### config.mk
export PLATFORM = sky130hd
export DESIGN_NAME = tag_id_rule_filter
export DESIGN_NICKNAME = d
export VERILOG_FILES = /design/src/rtl/trf_pkg.sv /design/src/rtl/trf_ram.sv /design/src/rtl/tag_id_rule_filter.sv
export SDC_FILE = /design/constraint.sdc
export NUM_CORES = 2
export LEC_CHECK = 0
export BUFFER_PORTS_ARGS = -buffer_cell sky130_fd_sc_hd__buf_2
export CORE_MARGIN = 5
export CORE_UTILIZATION = 60
export CTS_CLUSTER_SIZE = 20
export DETAILED_ROUTE_END_ITERATION = 8
export PLACE_DENSITY = 0.76
export SKIP_LAST_GASP = 1
export SYNTH_ARGS = -nofsm -noshare
export SYNTH_HDL_FRONTEND = slang
export SYNTH_SLANG_ARGS = --single-unit
export TNS_END_PERCENT = 5
### constraint.sdc
create_clock -name clk_i -period 8.7 [get_ports clk_i]
set_clock_uncertainty 0.2 [all_clocks]
set_input_delay 0.435 -clock clk_i [delete_from_list [all_inputs] [get_ports clk_i]]
set_output_delay 0.435 -clock clk_i [all_outputs]
set_load 0.1 [all_outputs]
### src/rtl/trf_pkg.sv
// Package with the types and constants of the tag identifier rule filter.
package trf_pkg;

  // Default sizes handed to the top level parameters.
  localparam int NumRulesDef     = 10;
  localparam int EpcBytesDef     = 64;
  localparam int PatternBytesDef = 32;

  // Fixed field widths of a request.
  localparam int CmdW     = 2;
  localparam int IndexW   = 4;
  localparam int ModeW    = 2;
  localparam int StartW   = 6;
  localparam int LenW     = 6;
  localparam int PatIdxFW = 5;
  localparam int ByteW    = 8;

  // Request commands.
  typedef enum logic [CmdW-1:0] {
    CmdHeader  = 2'd0,
    CmdPattern = 2'd1,
    CmdIdByte  = 2'd2
  } cmd_e;

  // Rule modes; every nonzero mode counts as enabled, only the active one can match.
  localparam logic [ModeW-1:0] ModeOff    = 2'd0;
  localparam logic [ModeW-1:0] ModeActive = 2'd1;

endpackage

### src/rtl/trf_ram.sv
// Generic simple dual port RAM with one write port and a registered read port.
module trf_ram #(
  parameter int Width = 8,
  parameter int Depth = 320,
  parameter int AddrW = (Depth > 1) ? $clog2(Depth) : 1
) (
  input  logic             clk_i,
  input  logic             we_i,
  input  logic [AddrW-1:0] waddr_i,
  input  logic [Width-1:0] wdata_i,
  input  logic             re_i,
  input  logic [AddrW-1:0] raddr_i,
  output logic [Width-1:0] rdata_o
);

  logic [Width-1:0] mem_q [Depth];
  logic [Width-1:0] rdata_q;

  always_ff @(posedge clk_i) begin
    if (we_i) begin
      mem_q[waddr_i] <= wdata_i;
    end
    if (re_i) begin
      rdata_q <= mem_q[raddr_i];
    end
  end

  assign rdata_o = rdata_q;

endmodule

### src/rtl/tag_id_rule_filter.sv
// Top level of the tag identifier rule filter.
//
//   Channel  Direction  Handshake                Payload
//   in       request    in_valid_i / in_ready_o  cmd_i .. epc_last_i
//   out      result     out_valid_o / out_ready_i verdict_o
//
// An identifier byte below EpcBytes is taken in StIdle, then StScan reads the
// rules' pattern bytes from the single read port in turn, and StDrain compares the last read.
// Header, pattern and unused requests are taken without leaving StIdle, as is a byte
// past EpcBytes not marked last. A byte marked last goes on to StDecide, which forms the
// verdict once the output register is free, where it waits while new requests are taken.
// Reset disables every rule and clears the tag progress; the pattern RAM is not cleared.
module tag_id_rule_filter #(
  parameter int NumRules     = trf_pkg::NumRulesDef,
  parameter int EpcBytes     = trf_pkg::EpcBytesDef,
  parameter int PatternBytes = trf_pkg::PatternBytesDef
) (
  input  logic                        clk_i,
  input  logic                        rst_ni,
  input  logic                        in_valid_i,
  output logic                        in_ready_o,
  input  logic [trf_pkg::CmdW-1:0]     cmd_i,
  input  logic [trf_pkg::IndexW-1:0]   rule_index_i,
  input  logic [trf_pkg::ModeW-1:0]    rule_mode_i,
  input  logic [trf_pkg::StartW-1:0]   rule_start_i,
  input  logic [trf_pkg::LenW-1:0]     rule_length_i,
  input  logic [trf_pkg::PatIdxFW-1:0] pattern_index_i,
  input  logic [trf_pkg::ByteW-1:0]    data_byte_i,
  input  logic                        epc_last_i,
  output logic                        out_valid_o,
  input  logic                        out_ready_i,
  output logic                        verdict_o
);

  localparam int RuleW   = (NumRules > 1) ? $clog2(NumRules) : 1;
  localparam int PatIdxW = (PatternBytes > 1) ? $clog2(PatternBytes) : 1;
  localparam int Depth   = NumRules * PatternBytes;
  localparam int AddrW   = (Depth > 1) ? $clog2(Depth) : 1;
  localparam int PosW    = $clog2(EpcBytes + 1);
  localparam int SumW    = ((PosW > trf_pkg::StartW) ? PosW : trf_pkg::StartW) + 2;

  typedef enum logic [1:0] {
    StIdle,
    StScan,
    StDrain,
    StDecide
  } state_e;

  state_e state_q;

  // Rule table in flip-flops; it is small and every entry feeds the verdict.
  logic [trf_pkg::ModeW-1:0]  mode_q  [NumRules];
  logic [trf_pkg::StartW-1:0] start_q [NumRules];
  logic [trf_pkg::LenW-1:0]   len_q   [NumRules];

  // Progress through the current tag.
  logic [NumRules-1:0]        mis_q;
  logic [PosW-1:0]            pos_q;
  logic [PosW-1:0]            cur_pos_q;
  logic [trf_pkg::ByteW-1:0]  val_q;
  logic                       last_q;
  logic [RuleW-1:0]           rule_q;

  // Compare stage behind the RAM read.
  logic                       hit_q;
  logic [RuleW-1:0]           hit_rule_q;

  logic                       out_valid_q;
  logic                       verdict_q;

  logic                       accept;
  logic                       idx_ok;
  logic                       pidx_ok;
  logic [trf_pkg::LenW-1:0]   len_sat;
  logic                       ram_we;
  logic [AddrW-1:0]           ram_waddr;
  logic [AddrW-1:0]           ram_raddr;
  logic [trf_pkg::ByteW-1:0]  ram_rdata;
  logic [SumW-1:0]            offset;
  logic                       in_window;
  logic                       out_free;
  logic                       verdict_calc;

  assign accept   = in_valid_i && in_ready_o;
  assign out_free = !out_valid_q || out_ready_i;

  // Header and pattern writes to slots that do not exist are dropped.
  assign idx_ok  = int'(rule_index_i) < NumRules;
  assign pidx_ok = int'(pattern_index_i) < PatternBytes;
  assign len_sat = (int'(rule_length_i) > PatternBytes) ?
                   trf_pkg::LenW'(PatternBytes) : rule_length_i;

  assign ram_we    = accept && (cmd_i == trf_pkg::CmdPattern) && idx_ok && pidx_ok;
  assign ram_waddr = AddrW'(int'(rule_index_i[RuleW-1:0]) * PatternBytes)
                   + AddrW'(pattern_index_i[PatIdxW-1:0]);

  // The rule under scan covers this byte when it is active and the byte lies inside its window.
  // A zero-length window never covers a byte, so it never records a mismatch.
  assign offset    = SumW'(cur_pos_q) - SumW'(start_q[rule_q]);
  assign in_window = (mode_q[rule_q] == trf_pkg::ModeActive)
                   && (SumW'(cur_pos_q) >= SumW'(start_q[rule_q]))
                   && (offset < SumW'(len_q[rule_q]));
  assign ram_raddr = AddrW'(int'(rule_q) * PatternBytes) + AddrW'(offset[PatIdxW-1:0]);

  trf_ram #(
    .Width (trf_pkg::ByteW),
    .Depth (Depth),
    .AddrW (AddrW)
  ) u_pattern_ram (
    .clk_i   (clk_i),
    .we_i    (ram_we),
    .waddr_i (ram_waddr),
    .wdata_i (data_byte_i),
    .re_i    ((state_q == StScan) && in_window),
    .raddr_i (ram_raddr),
    .rdata_o (ram_rdata)
  );

  // The tag passes when no rule is enabled, or when some active rule has an empty
  // window or a fully received window without a mismatch.
  always_comb begin
    logic any_en;
    logic any_match;
    any_en    = 1'b0;
    any_match = 1'b0;
    for (int r = 0; r < NumRules; r++) begin
      if (mode_q[r] != trf_pkg::ModeOff) begin
        any_en = 1'b1;
      end
      if (mode_q[r] == trf_pkg::ModeActive) begin
        if (len_q[r] == '0) begin
          any_match = 1'b1;
        end else if (!mis_q[r]
                     && (SumW'(start_q[r]) + SumW'(len_q[r]) <= SumW'(pos_q))) begin
          any_match = 1'b1;
        end
      end
    end
    verdict_calc = !any_en || any_match;
  end

  always_ff @(posedge clk_i or negedge rst_ni) begin
    if (!rst_ni) begin
      state_q     <= StIdle;
      mis_q       <= '0;
      pos_q       <= '0;
      cur_pos_q   <= '0;
      val_q       <= '0;
      last_q      <= 1'b0;
      rule_q      <= '0;
      hit_q       <= 1'b0;
      hit_rule_q  <= '0;
      out_valid_q <= 1'b0;
      verdict_q   <= 1'b0;
      for (int r = 0; r < NumRules; r++) begin
        mode_q[r]  <= trf_pkg::ModeOff;
        start_q[r] <= '0;
        len_q[r]   <= '0;
      end
    end else begin
      // A verdict formed in this cycle refills the register in the state machine below.
      if (out_valid_q && out_ready_i && (state_q != StDecide)) begin
        out_valid_q <= 1'b0;
      end

      // Compare the pattern byte read in the previous cycle.
      if (hit_q && (ram_rdata != val_q)) begin
        mis_q[hit_rule_q] <= 1'b1;
      end
      hit_q      <= (state_q == StScan) && in_window;
      hit_rule_q <= rule_q;

      unique case (state_q)
        StIdle: begin
          if (accept) begin
            case (cmd_i)
              trf_pkg::CmdHeader: begin
                if (idx_ok) begin
                  mode_q[rule_index_i[RuleW-1:0]]  <= rule_mode_i;
                  start_q[rule_index_i[RuleW-1:0]] <= rule_start_i;
                  len_q[rule_index_i[RuleW-1:0]]   <= len_sat;
                end
              end
              trf_pkg::CmdIdByte: begin
                last_q    <= epc_last_i;
                val_q     <= data_byte_i;
                cur_pos_q <= pos_q;
                if (int'(pos_q) < EpcBytes) begin
                  pos_q   <= pos_q + PosW'(1);
                  rule_q  <= '0;
                  state_q <= StScan;
                end else if (epc_last_i) begin
                  state_q <= StDecide;
                end
              end
              default: begin
              end
            endcase
          end
        end
        StScan: begin
          if (int'(rule_q) == NumRules - 1) begin
            state_q <= StDrain;
          end else begin
            rule_q <= rule_q + RuleW'(1);
          end
        end
        StDrain: begin
          state_q <= last_q ? StDecide : StIdle;
        end
        StDecide: begin
          if (out_free) begin
            out_valid_q <= 1'b1;
            verdict_q   <= verdict_calc;
            mis_q       <= '0;
            pos_q       <= '0;
            state_q     <= StIdle;
          end
        end
        default: begin
          state_q <= StIdle;
        end
      endcase
    end
  end

  assign in_ready_o  = (state_q == StIdle);
  assign out_valid_o = out_valid_q;
  assign verdict_o   = verdict_q;

endmodule

# After elaboration in Yosys (flattened, before gate mapping)
# Memory sizes are Yosys's and may differ from the RTL's. A register that Yosys moved wholly into a read port is not among the register bits.
# Index checks and enable logic that the tools add are counted.
dict set report totals {
  ramBits 2560
  mem_count 1
  ff_bits 186
  out_inout_bits 3
  wordCells 256
  romBits 0
  latch_bits 0
  in_bits 38
}
dict set report op_classes {
  n_addsub 15
  magnitude_cmp 20
  muxes 85
  shift 0
  multipliers 0
  reduce_logical 65
  n_eq_ne 26
  div_mod_pow 0
  n_bitwise 3
}
# memory words word_bits read_ports rd_ports_with_merged_regs wr line_no
set mem_list {}
lappend mem_list {u_pattern_ram.mem_q 320 8 1 1 1 trf_ram.sv:16} ;# logic [Width-1:0] mem_q [Depth];
# op count
set ops {}
lappend ops {{$bwmux W60} 2}
lappend ops {{$add A6 B6 Y7} 10}
lappend ops {{$le A7 B7 Y1} 10}
lappend ops {{$logic_not A6 Y1} 10}
lappend ops {{$bmux W6 S4} 2}
lappend ops {{$mux W1} 46}
lappend ops {{$mux W6} 6}
lappend ops {{$mux W10} 3}
lappend ops {{$mux W7} 4}
lappend ops {{$eq A2 B1 Y1 const B} 13}
lappend ops {{$demux W6 S4} 1}
lappend ops {{$reduce_bool A2 Y1} 12}
lappend ops {{$logic_and A1 B1 Y1} 21}
lappend ops {{$bwmux W20} 1}
lappend ops {{$mux W2} 10}
lappend ops {{$add A9 B5 Y9} 2}
lappend ops {{$mux W4} 4}
lappend ops {{$reduce_and A5 Y1} 3}
lappend ops {{$pmux W7 S2} 1}
lappend ops {{$logic_not A1 Y1} 12}
lappend ops {{$ge A5 B5 Y1 const B} 2}
lappend ops {{$not A4 Y5} 2}
lappend ops {{$or A10 B10 Y10} 1}
lappend ops {{$lt A9 B6 Y1} 1}
lappend ops {{26 further kinds} 35}

# Longest topological paths before layout
dict set report depth {
  word_depth 34
  ltp_mapped 22
  depth_no_buf 16
}

# Hierarchy
# A second synthesis with hierarchy kept.
dict set report unflattened {
  cells_unflattened 5737
  area_unflattened_um2 112073.7
}
# mod cells_each instances area_each_um2 seq_area_each_um2
set modules_own_cells {}
lappend modules_own_cells {trf_ram 4606 1 99459.1 77114.0}
lappend modules_own_cells {tag_id_rule_filter 1131 1 12614.6 4654.5}

# Least setup slack after synthesis
# No wires, ideal clock.
dict set report synth_timing {
  kind {register to register}
  start {register rule_q[0]}
  end {register u_pattern_ram.rdata_q[0], in the netlist u_pattern_ram.rdata_o[0], read port of u_pattern_ram.mem_q (enable)}
  path_buffers 7
  t_required_ps 8115
  t_arrival_ps 5032
  path_slack_ps 3083
  stages_incl_launch_ff 22
  cell_sequence {dfrtp_1 buf_1 buf_2 clkbuf_1 mux4_2 mux2i_1 o22a_1 ha_1 and3b_1 or3_1 nand2_1 buf_6 inv_1 buf_2 buf_1 buf_2 ha_1 a21oi_1 nor2b_1 o21ai_0 o2111ai_1 nor3_1}
}
dict set report synth_via {
  elab_chain_len 8
  word_cells_on_any_way 18
  classes_between {2 x add/sub; 2 x order compare; 1 x eq/ne; 9 x mux; 1 x bitwise; 3 x reduce/logical}
}
# item line_no
set synth_rtl {}
lappend synth_rtl {{start, declared} tag_id_rule_filter.sv:62} ;# logic [RuleW-1:0] rule_q;
lappend synth_rtl {{start signal, assigned} tag_id_rule_filter.sv:205} ;# rule_q <= rule_q + RuleW'(1);
lappend synth_rtl {{$not A4 Y5 (implied by the code) (*)} n/a}
lappend synth_rtl {{$bmux W6 S4 or $bmux W2 S4 (tied branches)} {tag_id_rule_filter.sv:99, tag_id_rule_filter.sv:101, tag_id_rule_filter.sv:100}}
lappend synth_rtl {{$mux W6 (implied by the code) or $mux W2 (tied branches) (2 in series)} {tag_id_rule_filter.sv:99, tag_id_rule_filter.sv:101, tag_id_rule_filter.sv:100}}
lappend synth_rtl {{$sub A7 B6 Y8 (tied with other cells)} tag_id_rule_filter.sv:99} ;# assign offset = SumW'(cur_pos_q) - SumW'(start_q[rule_q]);
lappend synth_rtl {{$lt A9 B6 Y1 or $logic_and A1 B1 Y1 (tied branches)} {tag_id_rule_filter.sv:102, tag_id_rule_filter.sv:101}}
lappend synth_rtl {{$logic_and A1 B1 Y1 (*)} tag_id_rule_filter.sv:102} ;# && (offset < SumW'(len_q[rule_q]));
lappend synth_rtl {{$logic_and A1 B1 Y1 (*)} tag_id_rule_filter.sv:114} ;# .re_i ((state_q == StScan) && in_window),
lappend synth_rtl {{named net u_pattern_ram.re_i} trf_ram.sv:11} ;# input logic re_i,
lappend synth_rtl {{end, declared} trf_ram.sv:17} ;# logic [Width-1:0] rdata_q;
# The timed path passes the listed nets; every way through them passes the cells marked *. The select of a mux whose other input is x is not followed.
# A chain may end at the register's enable or synchronous reset.

# Worst setup path after layout
dict set report layout_timing {
  start {register rule_q[1]}
  end {register u_pattern_ram.rdata_q[4], in the netlist u_pattern_ram.rdata_o[4], read port of u_pattern_ram.mem_q (data pin)}
}
dict set report layout_via {
  elab_chain_len 8
  word_cells_on_any_way 18
  classes_between {2 x add/sub; 2 x order compare; 1 x eq/ne; 9 x mux; 1 x bitwise; 3 x reduce/logical}
}
# item line_no
set layout_rtl {}
lappend layout_rtl {{$not A4 Y5 (implied by the code)} n/a}
lappend layout_rtl {{$bmux W6 S4 or $bmux W2 S4 (tied branches)} {tag_id_rule_filter.sv:99, tag_id_rule_filter.sv:101, tag_id_rule_filter.sv:100}}
lappend layout_rtl {{$mux W6 (implied by the code) or $mux W2 (tied branches) (2 in series)} {tag_id_rule_filter.sv:99, tag_id_rule_filter.sv:101, tag_id_rule_filter.sv:100}}
lappend layout_rtl {{$sub A7 B6 Y8 (tied with other cells)} tag_id_rule_filter.sv:99}
lappend layout_rtl {{$lt A9 B6 Y1 or $logic_and A1 B1 Y1 (tied branches)} {tag_id_rule_filter.sv:102, tag_id_rule_filter.sv:101}}
lappend layout_rtl {{$logic_and A1 B1 Y1} tag_id_rule_filter.sv:102}
lappend layout_rtl {{$logic_and A1 B1 Y1} tag_id_rule_filter.sv:114}
# Parallel ways exist; a longest one is shown, timed or not. The select of a mux whose other input is x is not followed.

==> results.json <==
{
  "fin_crit_sh_pct": 80.0,
  "num_rows": 158,
  "wl_per_cell_um": 32.5,
  "synth_edf_count": 2568,
  "via_count": 58511,
  "io_buffers": 40,
  "drt-met1-wl_mm": 104,
  "dieHeight_um": 442,
  "grt_pass1_wl_mm": 410,
  "post_cts_buffers": 0,
  "drv_cap": 0,
  "power_per_cell_area_mw_per_mm2": 364,
  "slowest_stage": "fa_4",
  "synth.distinct_cells": 64,
  "cts_resized": 0,
  "regArea_mm2": 0.0818,
  "pin_count": 41,
  "clk-insertion-delay-late_ns": 0.95,
  "dp_hpwl_mm": 163,
  "r2r-start": "rule_q[1]$_DFFE_PN0P_",
  "hold_violations": 0,
  "finalSetupViolCount": 0,
  "grt_pass1_vias": 58833,
  "hold_path_class": "in -> async",
  "ctsHtreeMaxLevel": 5,
  "drive_above_1_share_pct": 22.7,
  "path_clk_slew_ns": 0.06,
  "fillers": 11593,
  "detail-route-antenna-nets": 0,
  "synth.yosys.seq_area_share_pct": 73.1,
  "whs_ns": 0.0311,
  "slew_violations": 0,
  "leakagePower_nw": 40.7,
  "max_stage_delay_ns": 1.36,
  "endpoint": "u_pattern_ram.rdata_o[4]$_DFFE_PP_",
  "slew_headroom_pct": 8.33,
  "routed_wl_mm": 280,
  "worst_slew_pin_slew_ns": 1.38,
  "critPathTopFamily": "compound AO/OA/AOI/OAI gates",
  "synth_nets": 5985,
  "reg2regPathDepth": 13,
  "die_x_um": 442,
  "outcome": "finished clean",
  "required_ns": 9.23,
  "cts_root_buf": "clkbuf_16",
  "yosysTopAreaCell": "edfxtp_1",
  "syn_avg_cell_area_um2": 19.3,
  "min_period_ns": 6.96,
  "rsz0062_at_grt": "false",
  "syn_area_mm2": 0.112,
  "gp_congestion": 0.901,
  "ys_ff_latch": 2754,
  "cts_buffers": 283,
  "endpoint_kind": "flip-flop",
  "core_area_mm2": 0.185,
  "fin_tns_setup_ns": 0,
  "fin_nets": 6125,
  "synth-warning-count": 0,
  "cts_sinks": 2754,
  "cp_num_buf_inv": 3,
  "peakVddDrop_mv": 0.494,
  "drc": 0,
  "max_freq_mhz": 144,
  "synthCells": 5792,
  "initial_core_util_pct": 60.3,
  "arrival_ns": 7.49,
  "globalRoute.totalOverflow": 0,
  "crit_fanout": 39,
  "r2r-end": "u_pattern_ram.rdata_o[4]$_DFFE_PP_",
  "antenna_found_initial": 7,
  "criticalPathCategory": "reg -> reg",
  "path_cells": "inv_1 > nand3_1 > o22ai_1 > ha_4 > inv_1 > fa_4 > buf_4 > mux4_2 > mux4_2 > nor2_1 > a2111oi_0 > nand4b_1 > o2111ai_1",
  "die-area_mm2": 0.195,
  "grt_max_degree": 214,
  "crit_cells": 13,
  "met2RoutedLength_mm": 134,
  "reg2reg_slack_ns": 1.74,
  "cts_tree": "built",
  "synth_top_area_share_pct": 69.0,
  "drt_iter0_markers": 8059,
  "crit_path_start": "rule_q[1]$_DFFE_PN0P_",
  "synth_area_leaders": "edfxtp_1 69%, mux4_2 15%, dfrtp_1 4.2%, ha_1 1.6%, nand2_1 1.5%",
  "multi_input_area_mm2": 0.0283,
  "firstDrtPassIters": 6,
  "synth_ff_type": "edfxtp_1",
  "syn_to_final_growth_pct": 10.5,
  "synthArstFlopShare_pct": 6.75,
  "vias_per_cell": 6.79,
  "top_layer_used": "met4",
  "cp-start-kind": "flip-flop",
  "track_usage_pct": 28.7,
  "clockBufferDepth": 4,
  "wl_met3_mm": 30.5
}
-- how the worst min path moves through the flow --
| stage | cells past startpoint | slack, ns | to | from |
|---|---|---|---|---|
| global placement | 0 | 0.25 | hit_rule_q[2]$_DFF_PN0_ | rule_q[2]$_DFFE_PN0P_ |
| finish | 2 | 0.03 | out_valid_o$_DFF_PN0_ | rst_ni |
| detailed placement | 0 | 0.27 | hit_rule_q[2]$_DFF_PN0_ | rule_q[2]$_DFFE_PN0P_ |
| CTS | 3 | 0.004 | u_pattern_ram.mem_q[234][7]$_DFFE_PP_ | rule_index_i[1] |
| floorplan | 0 | -0.06 | cur_pos_q[0]$_DFFE_PN0P_ | rst_ni |
| global route | 3 | 0.03 | u_pattern_ram.mem_q[234][2]$_DFFE_PP_ | rule_index_i[1] |
-- where the power goes --
| part | internal (W) | switching [W] |
|---|---|---|
| combinational | 0.00780 | 0.0109 |
| sequential | 0.0146 | 0.000189 |
| clock | 0.00658 | 0.00487 |
-- flip-flops by register name, summed over array words and instances, names as in the netlist --
| register | cells |
|---|---|
| out_valid_o | 1 |
| last_q | 1 |
| len_q | 60 |
| pos_q | 7 |
| u_pattern_ram.rdata_o | 8 |
| start_q | 60 |
| cur_pos_q | 7 |
| mode_q | 20 |
| hit_rule_q | 4 |
| verdict_o | 1 |
| hit_q | 1 |
| state_q | 2 |
| rule_q | 4 |
| val_q | 8 |
| u_pattern_ram.mem_q | 2560 |
| mis_q | 10 |
-- what timing repair did --
action	in CTS	in global routing
hold buffers	27	0
setup endpoints to repair	0	0
hold endpoints to repair	1026	0
-- layout make-up --
cell class	count	share of cell area, %
multi-input combinational	2669	22.9
timing repair buffer	173	1.30
antenna	11	0.0223
clock buffer	357	6.10
sequential	2754	66.2
inverter	51	0.157
tap	2480	2.51
clock inverter	123	0.803
-- Yosys cell counts, types with 13 or more instances --
master        n
edfxtp_1   2568
mux4_2      732
nand2_1     459
nor2_1      400
dfrtp_1     186
nand3_1     154
ha_1        144
clkbuf_1    129
mux2_2      106
o21ai_0      95
buf_2        78
a21oi_1      68
buf_4        59
inv_1        49
xnor2_1      47
a31oi_1      43
mux2i_1      41
nand2b_1     37
nand4_1      36
nor2b_1      36
and3_1       34
buf_1        34
a21o_1       31
o2111ai_1    31
nor4_1       17
buf_6        16
a211oi_1     14
nor3_1       13
-- cell families after synthesis --
group / Yosys count / synth area share (%)
xor+xnor: 57 / 0.453
mux: 879 / 16.2
flops: 2754 / 73.1
buf+inv: 369 / 1.65
simple gates: 1240 / 4.89
compound gates: 338 / 1.91
fa+ha+maj: 155 / 1.81
-- through the flow --
step	setup slack, ns	util, %	cell area (um2)	total power (W)	instances
final	1.74	66.6	124000	0.0450	8618
after global routing	1.72	66.6	124000	0.0466	8607
after CTS	1.80	66.6	124000	0.0451	8607
after detailed placement	1.85	61.9	115000	0.0335	8100
after global placement	2.18	61.9	115000	0.0334	8100
after floorplan	3.08	-	112000	0.0280	5792
-- per-layer routing --
metal	up-vias	global-route usage [%]
met1	30447	40.4
met4	0	11.4
met5	-	0
met3	647	6.69
met2	3767	44.5
li1	23650	-
-- placed cells by master, fill, tap and decap left out, types with 37 or more instances in the layout --
cell type     n
edfxtp_1   2568
o21ai_0      95
ha_1        143
clkinv_2     40
a31oi_1      43
buf_4        86
a21oi_1      68
nor2_1      399
clkinv_1     56
nand2b_1     37
mux2_2      106
clkbuf_16   288
inv_1        48
mux4_2      732
dfrtp_1     184
mux2i_1      41
xnor2_1      47
nand2_1     449
nand3_1     148
clkbuf_1     62
(Power assumes the default switching activity.)
